===== config.mk =====
export PLATFORM = sky130hd
export DESIGN_NAME = wie_ctrl
export DESIGN_NICKNAME = d
export VERILOG_FILES = /design/src/wie_pkg.sv /design/src/wie_ctrl.sv
export SDC_FILE = /design/constraint.sdc
export NUM_CORES = 1
export LEC_CHECK = 0
export BUFFER_PORTS_ARGS = -buffer_cell sky130_fd_sc_hd__buf_2
export CORE_AREA = 2 2 39 41
export CTS_CLUSTER_SIZE = 40
export DETAILED_ROUTE_END_ITERATION = 8
export DIE_AREA = 0 0 41 43
export GPL_TIMING_DRIVEN = 0
export PLACE_DENSITY = 0.74
export SYNTH_ARGS = -nofsm -noshare
export SYNTH_HDL_FRONTEND = slang
export SYNTH_SLANG_ARGS = --single-unit
export TNS_END_PERCENT = 100

===== constraint.sdc =====
create_clock -name i_clk -period 2.25 [get_ports i_clk]
set_input_delay 0.225 -clock i_clk [delete_from_list [all_inputs] [get_ports i_clk]]
set_output_delay 0.225 -clock i_clk [all_outputs]
set_load 0.1 [all_outputs]

===== src/wie_pkg.sv =====
// ----------------------------------------------------------------------------
// wie_pkg: shared types and constants of the i32 stack executor
// Opcode and status codes, the instruction decode, the controller states and
// the command and status groups between controller and datapath.
// ----------------------------------------------------------------------------
package wie_pkg;

    localparam int DEPTH_W = 11;

    localparam logic [7:0] OP_UNREACHABLE = 8'h00;
    localparam logic [7:0] OP_NOP         = 8'h01;
    localparam logic [7:0] OP_BLOCK       = 8'h02;
    localparam logic [7:0] OP_LOOP        = 8'h03;
    localparam logic [7:0] OP_IF          = 8'h04;
    localparam logic [7:0] OP_ELSE        = 8'h05;
    localparam logic [7:0] OP_END         = 8'h0B;
    localparam logic [7:0] OP_BR          = 8'h0C;
    localparam logic [7:0] OP_BR_IF       = 8'h0D;
    localparam logic [7:0] OP_RETURN      = 8'h0F;
    localparam logic [7:0] OP_DROP        = 8'h1A;
    localparam logic [7:0] OP_SELECT      = 8'h1B;
    localparam logic [7:0] OP_LOCAL_GET   = 8'h20;
    localparam logic [7:0] OP_LOCAL_SET   = 8'h21;
    localparam logic [7:0] OP_LOCAL_TEE   = 8'h22;
    localparam logic [7:0] OP_LOAD        = 8'h28;
    localparam logic [7:0] OP_STORE       = 8'h36;
    localparam logic [7:0] OP_CONST       = 8'h41;
    localparam logic [7:0] OP_EQZ         = 8'h45;
    localparam logic [7:0] OP_EQ          = 8'h46;
    localparam logic [7:0] OP_NE          = 8'h47;
    localparam logic [7:0] OP_LT_S        = 8'h48;
    localparam logic [7:0] OP_GT_S        = 8'h4A;
    localparam logic [7:0] OP_LE_S        = 8'h4C;
    localparam logic [7:0] OP_GE_S        = 8'h4E;
    localparam logic [7:0] OP_ADD         = 8'h6A;
    localparam logic [7:0] OP_SUB         = 8'h6B;
    localparam logic [7:0] OP_MUL         = 8'h6C;
    localparam logic [7:0] OP_DIV_S       = 8'h6D;
    localparam logic [7:0] OP_AND         = 8'h71;
    localparam logic [7:0] OP_OR          = 8'h72;
    localparam logic [7:0] OP_XOR         = 8'h73;
    localparam logic [7:0] OP_SHL         = 8'h74;
    localparam logic [7:0] OP_SHR_S       = 8'h75;

    localparam logic [3:0] ST_OK          = 4'd0;
    localparam logic [3:0] ST_HALTED      = 4'd1;
    localparam logic [3:0] ST_UNREACHABLE = 4'd2;
    localparam logic [3:0] ST_UNKNOWN     = 4'd3;
    localparam logic [3:0] ST_BAD_LOCAL   = 4'd4;
    localparam logic [3:0] ST_OOB         = 4'd5;
    localparam logic [3:0] ST_UNDERFLOW   = 4'd6;
    localparam logic [3:0] ST_OVERFLOW    = 4'd7;
    localparam logic [3:0] ST_DIV_ZERO    = 4'd8;
    localparam logic [3:0] ST_DIV_OVF     = 4'd9;

    typedef enum logic [3:0] {
        S_CLEAR,
        S_IDLE,
        S_CHECK,
        S_RD_B,
        S_RD_C,
        S_ADDR,
        S_ACCESS,
        S_EXEC,
        S_DIV,
        S_COMMIT,
        S_REFILL,
        S_DONE
    } t_state;

    typedef struct packed {
        logic       known;
        logic [1:0] pops;
        logic       push;
        logic       is_mem;
        logic       is_load;
        logic       is_local;
        logic       is_div;
    } t_decode;

    typedef struct packed {
        logic clear;
        logic take_in;
        logic check;
        logic cap_b;
        logic cap_c;
        logic calc_addr;
        logic access;
        logic exec;
        logic div_start;
        logic div_cap;
        logic commit;
        logic refill;
        logic emit;
    } t_cmd;

    typedef struct packed {
        logic clear_last;
        logic trap;
        logic need_b;
        logic need_c;
        logic is_mem;
        logic is_load;
        logic is_div;
        logic oob;
        logic div_fault;
        logic div_done;
        logic refill;
        logic out_free;
    } t_stat;

    function automatic t_decode decode(input logic [7:0] op);
        t_decode d;
        d = '0;
        d.known = 1'b1;
        unique case (op)
            OP_UNREACHABLE, OP_RETURN, OP_NOP, OP_BLOCK, OP_LOOP, OP_ELSE,
            OP_END, OP_BR: begin
            end
            OP_IF, OP_BR_IF, OP_DROP: begin
                d.pops = 2'd1;
            end
            OP_LOCAL_SET: begin
                d.pops     = 2'd1;
                d.is_local = 1'b1;
            end
            OP_LOCAL_TEE: begin
                d.pops     = 2'd1;
                d.push     = 1'b1;
                d.is_local = 1'b1;
            end
            OP_LOCAL_GET: begin
                d.push     = 1'b1;
                d.is_local = 1'b1;
            end
            OP_SELECT: begin
                d.pops = 2'd3;
                d.push = 1'b1;
            end
            OP_CONST: begin
                d.push = 1'b1;
            end
            OP_EQZ: begin
                d.pops = 2'd1;
                d.push = 1'b1;
            end
            OP_LOAD: begin
                d.pops    = 2'd1;
                d.push    = 1'b1;
                d.is_mem  = 1'b1;
                d.is_load = 1'b1;
            end
            OP_STORE: begin
                d.pops   = 2'd2;
                d.is_mem = 1'b1;
            end
            OP_DIV_S: begin
                d.pops   = 2'd2;
                d.push   = 1'b1;
                d.is_div = 1'b1;
            end
            OP_EQ, OP_NE, OP_LT_S, OP_GT_S, OP_LE_S, OP_GE_S, OP_ADD, OP_SUB,
            OP_MUL, OP_AND, OP_OR, OP_XOR, OP_SHL, OP_SHR_S: begin
                d.pops = 2'd2;
                d.push = 1'b1;
            end
            default: begin
                d.known = 1'b0;
            end
        endcase
        return d;
    endfunction

endpackage


===== src/wie_ctrl.sv =====
// ----------------------------------------------------------------------------
// wie_ctrl: stack executor controller
// Sequences the memory clearing pass and each instruction through operand
// reads, address check, execution, commit and result hand-off.
// ----------------------------------------------------------------------------
module wie_ctrl (
    input  logic           i_clk,
    input  logic           i_rst_n,
    input  logic           i_in_valid,
    output logic           o_in_ready,
    input  wie_pkg::t_stat i_stat,
    output wie_pkg::t_cmd  o_cmd
);
    wie_pkg::t_state r_state;
    wie_pkg::t_state n_state;

    always_ff @(posedge i_clk) begin
        if (!i_rst_n) begin
            r_state <= wie_pkg::S_CLEAR;
        end else begin
            r_state <= n_state;
        end
    end

    always_comb begin
        n_state    = r_state;
        o_cmd      = '0;
        o_in_ready = 1'b0;
        unique case (r_state)
            wie_pkg::S_CLEAR: begin
                o_cmd.clear = 1'b1;
                if (i_stat.clear_last) begin
                    n_state = wie_pkg::S_IDLE;
                end
            end
            wie_pkg::S_IDLE: begin
                o_in_ready = 1'b1;
                if (i_in_valid) begin
                    o_cmd.take_in = 1'b1;
                    n_state       = wie_pkg::S_CHECK;
                end
            end
            wie_pkg::S_CHECK: begin
                o_cmd.check = 1'b1;
                priority if (i_stat.trap) begin
                    n_state = wie_pkg::S_DONE;
                end else if (i_stat.need_b) begin
                    n_state = wie_pkg::S_RD_B;
                end else if (i_stat.is_mem) begin
                    n_state = wie_pkg::S_ADDR;
                end else begin
                    n_state = wie_pkg::S_EXEC;
                end
            end
            wie_pkg::S_RD_B: begin
                o_cmd.cap_b = 1'b1;
                priority if (i_stat.need_c) begin
                    n_state = wie_pkg::S_RD_C;
                end else if (i_stat.is_mem) begin
                    n_state = wie_pkg::S_ADDR;
                end else begin
                    n_state = wie_pkg::S_EXEC;
                end
            end
            wie_pkg::S_RD_C: begin
                o_cmd.cap_c = 1'b1;
                n_state     = wie_pkg::S_EXEC;
            end
            wie_pkg::S_ADDR: begin
                o_cmd.calc_addr = 1'b1;
                n_state         = wie_pkg::S_ACCESS;
            end
            wie_pkg::S_ACCESS: begin
                o_cmd.access = 1'b1;
                priority if (i_stat.oob) begin
                    n_state = wie_pkg::S_DONE;
                end else if (i_stat.is_load) begin
                    n_state = wie_pkg::S_EXEC;
                end else begin
                    n_state = wie_pkg::S_COMMIT;
                end
            end
            wie_pkg::S_EXEC: begin
                o_cmd.exec = 1'b1;
                priority if (i_stat.div_fault) begin
                    n_state = wie_pkg::S_DONE;
                end else if (i_stat.is_div) begin
                    o_cmd.div_start = 1'b1;
                    n_state         = wie_pkg::S_DIV;
                end else begin
                    n_state = wie_pkg::S_COMMIT;
                end
            end
            wie_pkg::S_DIV: begin
                if (i_stat.div_done) begin
                    o_cmd.div_cap = 1'b1;
                    n_state       = wie_pkg::S_COMMIT;
                end
            end
            wie_pkg::S_COMMIT: begin
                o_cmd.commit = 1'b1;
                // A pop that leaves values behind must fetch the new top.
                if (i_stat.refill) begin
                    n_state = wie_pkg::S_REFILL;
                end else begin
                    n_state = wie_pkg::S_DONE;
                end
            end
            wie_pkg::S_REFILL: begin
                o_cmd.refill = 1'b1;
                n_state      = wie_pkg::S_DONE;
            end
            wie_pkg::S_DONE: begin
                if (i_stat.out_free) begin
                    o_cmd.emit = 1'b1;
                    n_state    = wie_pkg::S_IDLE;
                end
            end
            default: begin
                n_state = wie_pkg::S_IDLE;
            end
        endcase
    end
endmodule


==> metrics, run 1 <==
WL per Instance=13.1 um; CORE AREA=0.00138 sq mm; Final Skew=0.00354 ns; Tmin final=2.07 ns; CTS buffer count=3; GPL Wtd Cong=0.911; CP top delay family=buffers and inverters; Mapped Avg Cell Area=6.54 sq um; CTS hold repair buffers=0; status=complete, no violations; H-Tree Depth=1; post-synth top area share=0.146; # diodes=0; Biggest register=r_state; crit start category=flip-flop; register area share after synthesis=0.146; max reg flops=4; area grow syn2layout=42.1%; #FFs+latches synth=4; Cells after Synth=84; slew of the pin with the lowest slew margin=0.488 ns; vias=752; PortBufs=28; Net Switching=0.154 mW; Netlist Area Pre-Place=549 sq um; FF-to-FF path depth=5; Nets=131; Tot Pwr=0.337 mW; Max Root-Sink Buffers=2; crit-path cells=buf_2 > buf_2 > nand2_1 > nor3_4 > buf_2; fill cell count=146; DRT antenna net count=0; critical hold path startpoint=i_rst_n; gr ovfl total=0; Pwr Density=432 mW/mm^2; CP peak stage delay=0.45 ns; r2r endpoint=r_state[0]$_SDFFE_PN0P_; post-cts sizing count=0; WS Path Type=reg -> out; Critical Path End Type=output pin; worst path required time=2.03 ns; most used cell, CP=buf_2; Starting Density=0.397; clk root buf=clkbuf_4; Hold Crit Class=in -> reg; CP max-delay cell=buf_2; Clock Pin Slew Worst Setup and Hold Paths=0.04 ns; worst hold slack=0.240 ns; share of cells above drive strength 1=0.439; DRC violations left=0; Clk Latency, worst-skew pair=0.23 ns; IO Pins=29; sw frac=0.457; row cnt=14; syn_nets=99; fin crit share=0.919; CP Buf/Inv Count=3; DRT Wirelength=1700 um; HPWL Detailed=1350 um; maxcap violations=0; DRT Pass-1 Iters=4; Slew HR=0.677; reg-to-reg startpoint=r_state[3]$_SDFFE_PN0P_; unrepaired setup endpoints after global routing=no; top cells by area, synth=dfxtp_1, nor3_1, a21oi_1, nor2_1, nand2_1; largest net degree at the start of global routing=11; CP Max Fanout=10; R2R setup slack=0.68 ns; yosys warns=0; first-pass GRT wire length=2650 um; Initial DRC Count=30; Setup Buffers After CTS=0; internal power=0.183 mW; Hold Fails Final Rpt=0; VDD IR-drop max=0.000265 V; clock power share=0.258; WHS Endpoint=r_state[3]$_SDFFE_PN0P_; Yosys cell types=31; Reg power frac=0.232; Leakage=0.367 nW; Final setup viols=0; highest clock rate=484 MHz; overall global routing resource usage=0.209; Crit path arrival time=1.84 ns; TritonCTS clock tree=built; clock net sink count=4; max-slew violations=0; Via density=5.78; die footprint=0.00176 sq mm; Die X=41 um; largest area contributor in the netlist=dfxtp_1; biggest regs=r_state: 4 flops; Hold Path Depth=3; initial antenna violation count=0; Logic pwr share=0.510; number of global-route vias before repair=645; DIE HEIGHT=43 um
cells in the mapped netlist:
cell type,count
and3b_1,1
o221ai_1,1
a2111oi_0,1
and2_1,1
nor2b_1,2
nor3_1,13
inv_1,4
and4bb_2,1
a221oi_2,1
o21ai_0,5
nor4_1,1
mux2i_1,1
nand2_1,7
a21boi_0,1
a311o_1,1
nor3_2,1
a211oi_1,3
buf_6,1
a21oi_1,7
dfxtp_1,4
buf_4,3
o31ai_1,1
a31oi_1,1
clkbuf_1,1
nand2b_1,4
buf_2,3
o22ai_1,1
nand3b_1,2
nor2_1,9
o211ai_1,1
o311a_1,1
worst max path at each step:
stage               depth (start not counted)  slack, ns         to                    start
floorplan                                   4      -0.78  o_cmd[11]  r_state[3]$_SDFFE_PN0P_
global placement                            5       0.28   o_cmd[0]  r_state[3]$_SDFFE_PN0P_
detailed placement                          5       0.25   o_cmd[0]  r_state[3]$_SDFFE_PN0P_
CTS                                         5      0.007   o_cmd[0]  r_state[3]$_SDFFE_PN0P_
global route                                5        0.1   o_cmd[0]  r_state[1]$_SDFFE_PN0P_
finish                                      5       0.18   o_cmd[0]  r_state[1]$_SDFFE_PN0P_
layout make-up:
class / count / area, sq um / share of cell area
Buffer: 7 / 48.8 / 0.0625
Timing Repair Buffer: 28 / 140 / 0.179
Clock buffer: 3 / 22.5 / 0.0288
Sequential cell: 4 / 80.1 / 0.103
Inverter: 4 / 15.0 / 0.0192
Tap cell: 16 / 20.0 / 0.0256
Multi-Input combinational cell: 68 / 454 / 0.582
kinds of logic after synthesis:
| group | after synthesis | synth area share |
|---|---|---|
| muxes | 1 | 0.0182 |
| AOI/OAI and AO/OA | 25 | 0.310 |
| and+or+nand+nor | 42 | 0.403 |
| DFF | 4 | 0.146 |
| buffers and inverters | 12 | 0.123 |
metal layers:
| metal | share of wire | track usage |
|---|---|---|
| met1 | 0.43 | 0.286 |
| met2 | 0.52 | 0.331 |
| met3 | 0.051 | 0.0471 |
| met4 | 0 | 0.0267 |
| met5 | 0 | 0 |
through the flow:
| step | std cells | area [sq um] | setup TNS [ns] | utilization | setup WS, ns |
|---|---|---|---|---|---|
| floorplan | 84 | 602 | -2.22 | - | -0.783 |
| global placement | 128 | 762 | 0 | 0.551 | 0.277 |
| detailed placement | 128 | 762 | 0 | 0.551 | 0.251 |
| CTS | 131 | 785 | 0 | 0.567 | 0.00735 |
| global route | 130 | 781 | 0 | 0.564 | 0.0968 |
| finish | 130 | 781 | 0 | 0.564 | 0.182 |
worst min-delay path, delay by kind of cell:
family          cells  cell delay (ns)
buf+inv             1             0.11
simple gates        1             0.05
compound gates      1             0.03
placed cells by master (no fill, tap or decap), drive strengths merged:
cell type  netlist  layout
clkbuf           1       3
a21boi           1       1
inv              4       4
a221oi           1       1
and4bb           1       1
o22ai            1       1
a31oi            1       1
and2             1       1
mux2i            1       1
nor2b            2       2
a2111oi          1       1
nand2b           4       4
o21ai            5       5
buf              7      35
nor2             9       9
dfxtp            4       4
a211oi           3       3
o311a            1       1
nor4             1       1
a311o            1       1
nor3            14      14
o31ai            1       1
nand3b           2       2
o211ai           1       1
o221ai           1       1
nand2            7       7
a21oi            7       7
and3b            1       1
power groups by stage:
stage | combinational (mW) | sequential [mW] | clock, mW
after floorplan | 0.134 | 0.0781 | 0
after global routing | 0.182 | 0.0785 | 0.0988
after CTS | 0.171 | 0.0780 | 0.0899
final | 0.172 | 0.0782 | 0.0868
after detailed placement | 0.171 | 0.0791 | 0
after global placement | 0.169 | 0.0792 | 0
Power figures use the tool's default switching activity.
==> run 2: changes to the inputs <==
--- a/config.mk
+++ b/config.mk
@@ -11,7 +11,8 @@
 export DETAILED_ROUTE_END_ITERATION = 8
 export DIE_AREA = 0 0 41 43
 export GPL_TIMING_DRIVEN = 0
-export PLACE_DENSITY = 0.74
+export PLACE_DENSITY = 0.8
+export SLEW_MARGIN = 20
 export SYNTH_ARGS = -nofsm -noshare
 export SYNTH_HDL_FRONTEND = slang
 export SYNTH_SLANG_ARGS = --single-unit
==> constraint.sdc (replaced) <==
create_clock -name i_clk -period 2.28 [get_ports i_clk]
set_input_delay 0.228 -clock i_clk [delete_from_list [all_inputs] [get_ports i_clk]]
set_output_delay 0.228 -clock i_clk [all_outputs]
set_load 0.1 [all_outputs]
==> metrics, run 2 (synthesized netlist as in run 1, its figures left out) <==
area of the multi-input gates=454 sq um (unchanged); Final Skew=0.00973 ns (was 0.00354 ns); die footprint=0.00176 sq mm (unchanged); number of global-route vias before repair=647 (was 645); Hold Crit Class=in -> reg (unchanged); CP Max Fanout=10 (unchanged); most common cell after layout, fill and taps aside=buf_2 (unchanged); fin crit share=0.937; highest clock rate=468 MHz; WL per Instance=12.7 um (was 13.1 um); Final setup viols=0 (unchanged); area grow syn2layout=43.7% (was 42.1%); Hold Fails Final Rpt=0 (unchanged); initial antenna violation count=0 (unchanged); DIE HEIGHT=43 um (unchanged); Clk Latency, worst-skew pair=0.25 ns (was 0.23 ns); share of cells above drive strength 1=0.435 (was 0.439); CTS buffer count=3 (unchanged); Cells after DPL=128 (unchanged); vias=764 (was 752); Slew HR=0.681 (was 0.677); status=complete, no violations (unchanged); Max Root-Sink Buffers=2 (unchanged); crit start category=flip-flop (unchanged); Layout Cells excl Fill=131 (was 130); most frequent cells in the layout=buf_2, nor2_1, nor3_2, nand2_1, a21oi_1 (unchanged); DRC violations left=0 (unchanged); clock net sink count=4 (unchanged); Critical Path End Type=output pin (unchanged); worst hold slack=0.249 ns (was 0.240 ns); Leakage=0.367 nW (about the same); # diodes=0 (unchanged); max-slew violations=0 (unchanged); GPL Wtd Cong=0.802 (was 0.911); Biggest register=r_state (unchanged); max reg flops=4 (unchanged); first-pass GRT wire length=2660 um (was 2650 um); Initial DRC Count=22 (was 30); IO Pins=29 (unchanged); fill cell count=129 (was 146); VDD IR-drop max=0.000239 V (was 0.000265 V); HPWL Detailed=1270 um (was 1350 um); pre-CTS WS=0.322 ns (was 0.251 ns); row cnt=14 (unchanged); TritonCTS clock tree=built (unchanged); Crit path arrival time=1.91 ns (was 1.84 ns); overall global routing resource usage=0.211 (was 0.209); PortBufs=28 (unchanged); Starting Density=0.397 (unchanged); clk root buf=clkbuf_4 (unchanged); WS Path Type=reg -> out (unchanged); Die X=41 um (unchanged); register area=80.1 sq um (unchanged); Pwr Density=429 mW/mm^2 (was 432 mW/mm^2); H-Tree Depth=1 (unchanged); Nets=132 (was 131); DRT Wirelength=1660 um (was 1700 um); worst path required time=2.05 ns (was 2.03 ns); DRT antenna net count=0 (unchanged); DRT Pass-1 Iters=4 (unchanged); CORE AREA=0.00138 sq mm (unchanged); fin util=0.571 (was 0.564); unrepaired setup endpoints after global routing=no (unchanged); largest net degree at the start of global routing=11 (unchanged); Tmin final=2.14 ns; final worst slack=0.145 ns (was 0.182 ns); slew of the pin with the lowest slew margin=0.478 ns (was 0.488 ns); gr ovfl total=0 (unchanged); Clock Pin Slew Worst Setup and Hold Paths=0.04 ns (about the same); biggest regs=r_state: 4 flops (unchanged); Setup Buffers After CTS=0 (unchanged); maxcap violations=0 (unchanged); Via density=5.83 (was 5.78)
-- run 2: cell types whose count changed in the layout (fill, tap and decap cells not counted), sizes merged --
cell,change
clkbuf,+3
buf,-2
-- run 2: power breakdown --
part | leakage (nW) | total, mW | internal (mW) | switching [mW]
combinational | 0.320 | 0.168 | 0.0481 | 0.120
sequential | 0.0326 | 0.0769 | 0.0738 | 0.00314
clock | 0.0138 | 0.0936 | 0.0592 | 0.0344
total | 0.366 | 0.339 | 0.181 | 0.158
-- run 2: repair_timing --
| item | 4_1_cts | 5_1_grt |
|---|---|---|
| gates resized for setup | 0 | 2 |
| hold buffers | 0 | 0 |
| setup endpoints to repair | 0 | 2 |
-- run 2: cell type report --
type | count | area share
Buffer | 8 | 0.0666
Multi-Input combinational cell | 68 | 0.575
Inverter | 4 | 0.0190
Tap cell | 16 | 0.0254
Sequential cell | 4 | 0.101
Clock buffer | 3 | 0.0285
Timing Repair Buffer | 28 | 0.184
-- run 2: critical path, stage by stage (launching register included) --
cell and delay (ns):
dfxtp_1 0.40, buf_6 0.17, clkbuf_1 0.39, nand3b_1 0.15
nor3_2 0.11, buf_2 0.44
-- run 2: metrics by stage --
| step | TNS (ns) | power (mW) | instance area [sq um] |
|---|---|---|---|
| floorplan | -2.04 | 0.209 | 602 |
| detailed placement | 0 | 0.246 | 762 |
| finish | 0 | 0.339 | 790 |
| global route | 0 | 0.353 | 790 |
| global placement | 0 | 0.244 | 762 |
| CTS | 0 | 0.338 | 785 |
-- run 2: path summary, 6_finish.rpt --
path,start,slack [ns],to,cells past startpoint
setup / recovery,r_state[3]$_SDFFE_PN0P_,0.14,o_cmd[3],5
hold / removal,i_rst_n,0.25,r_state[3]$_SDFFE_PN0P_,3
setup reg to reg,r_state[3]$_SDFFE_PN0P_,0.72,r_state[0]$_SDFFE_PN0P_,4
hold reg to reg,r_state[1]$_SDFFE_PN0P_,0.72,r_state[1]$_SDFFE_PN0P_,3
-- run 2: routing by layer --
layer  vias to the layer above  track usage  wire length [um]
li1                        370            -                 -
met1                       342        0.285               705
met2                        46        0.322               787
met3                         6       0.0262               129
met4                         0       0.0867                40
met5                         -            0                 0
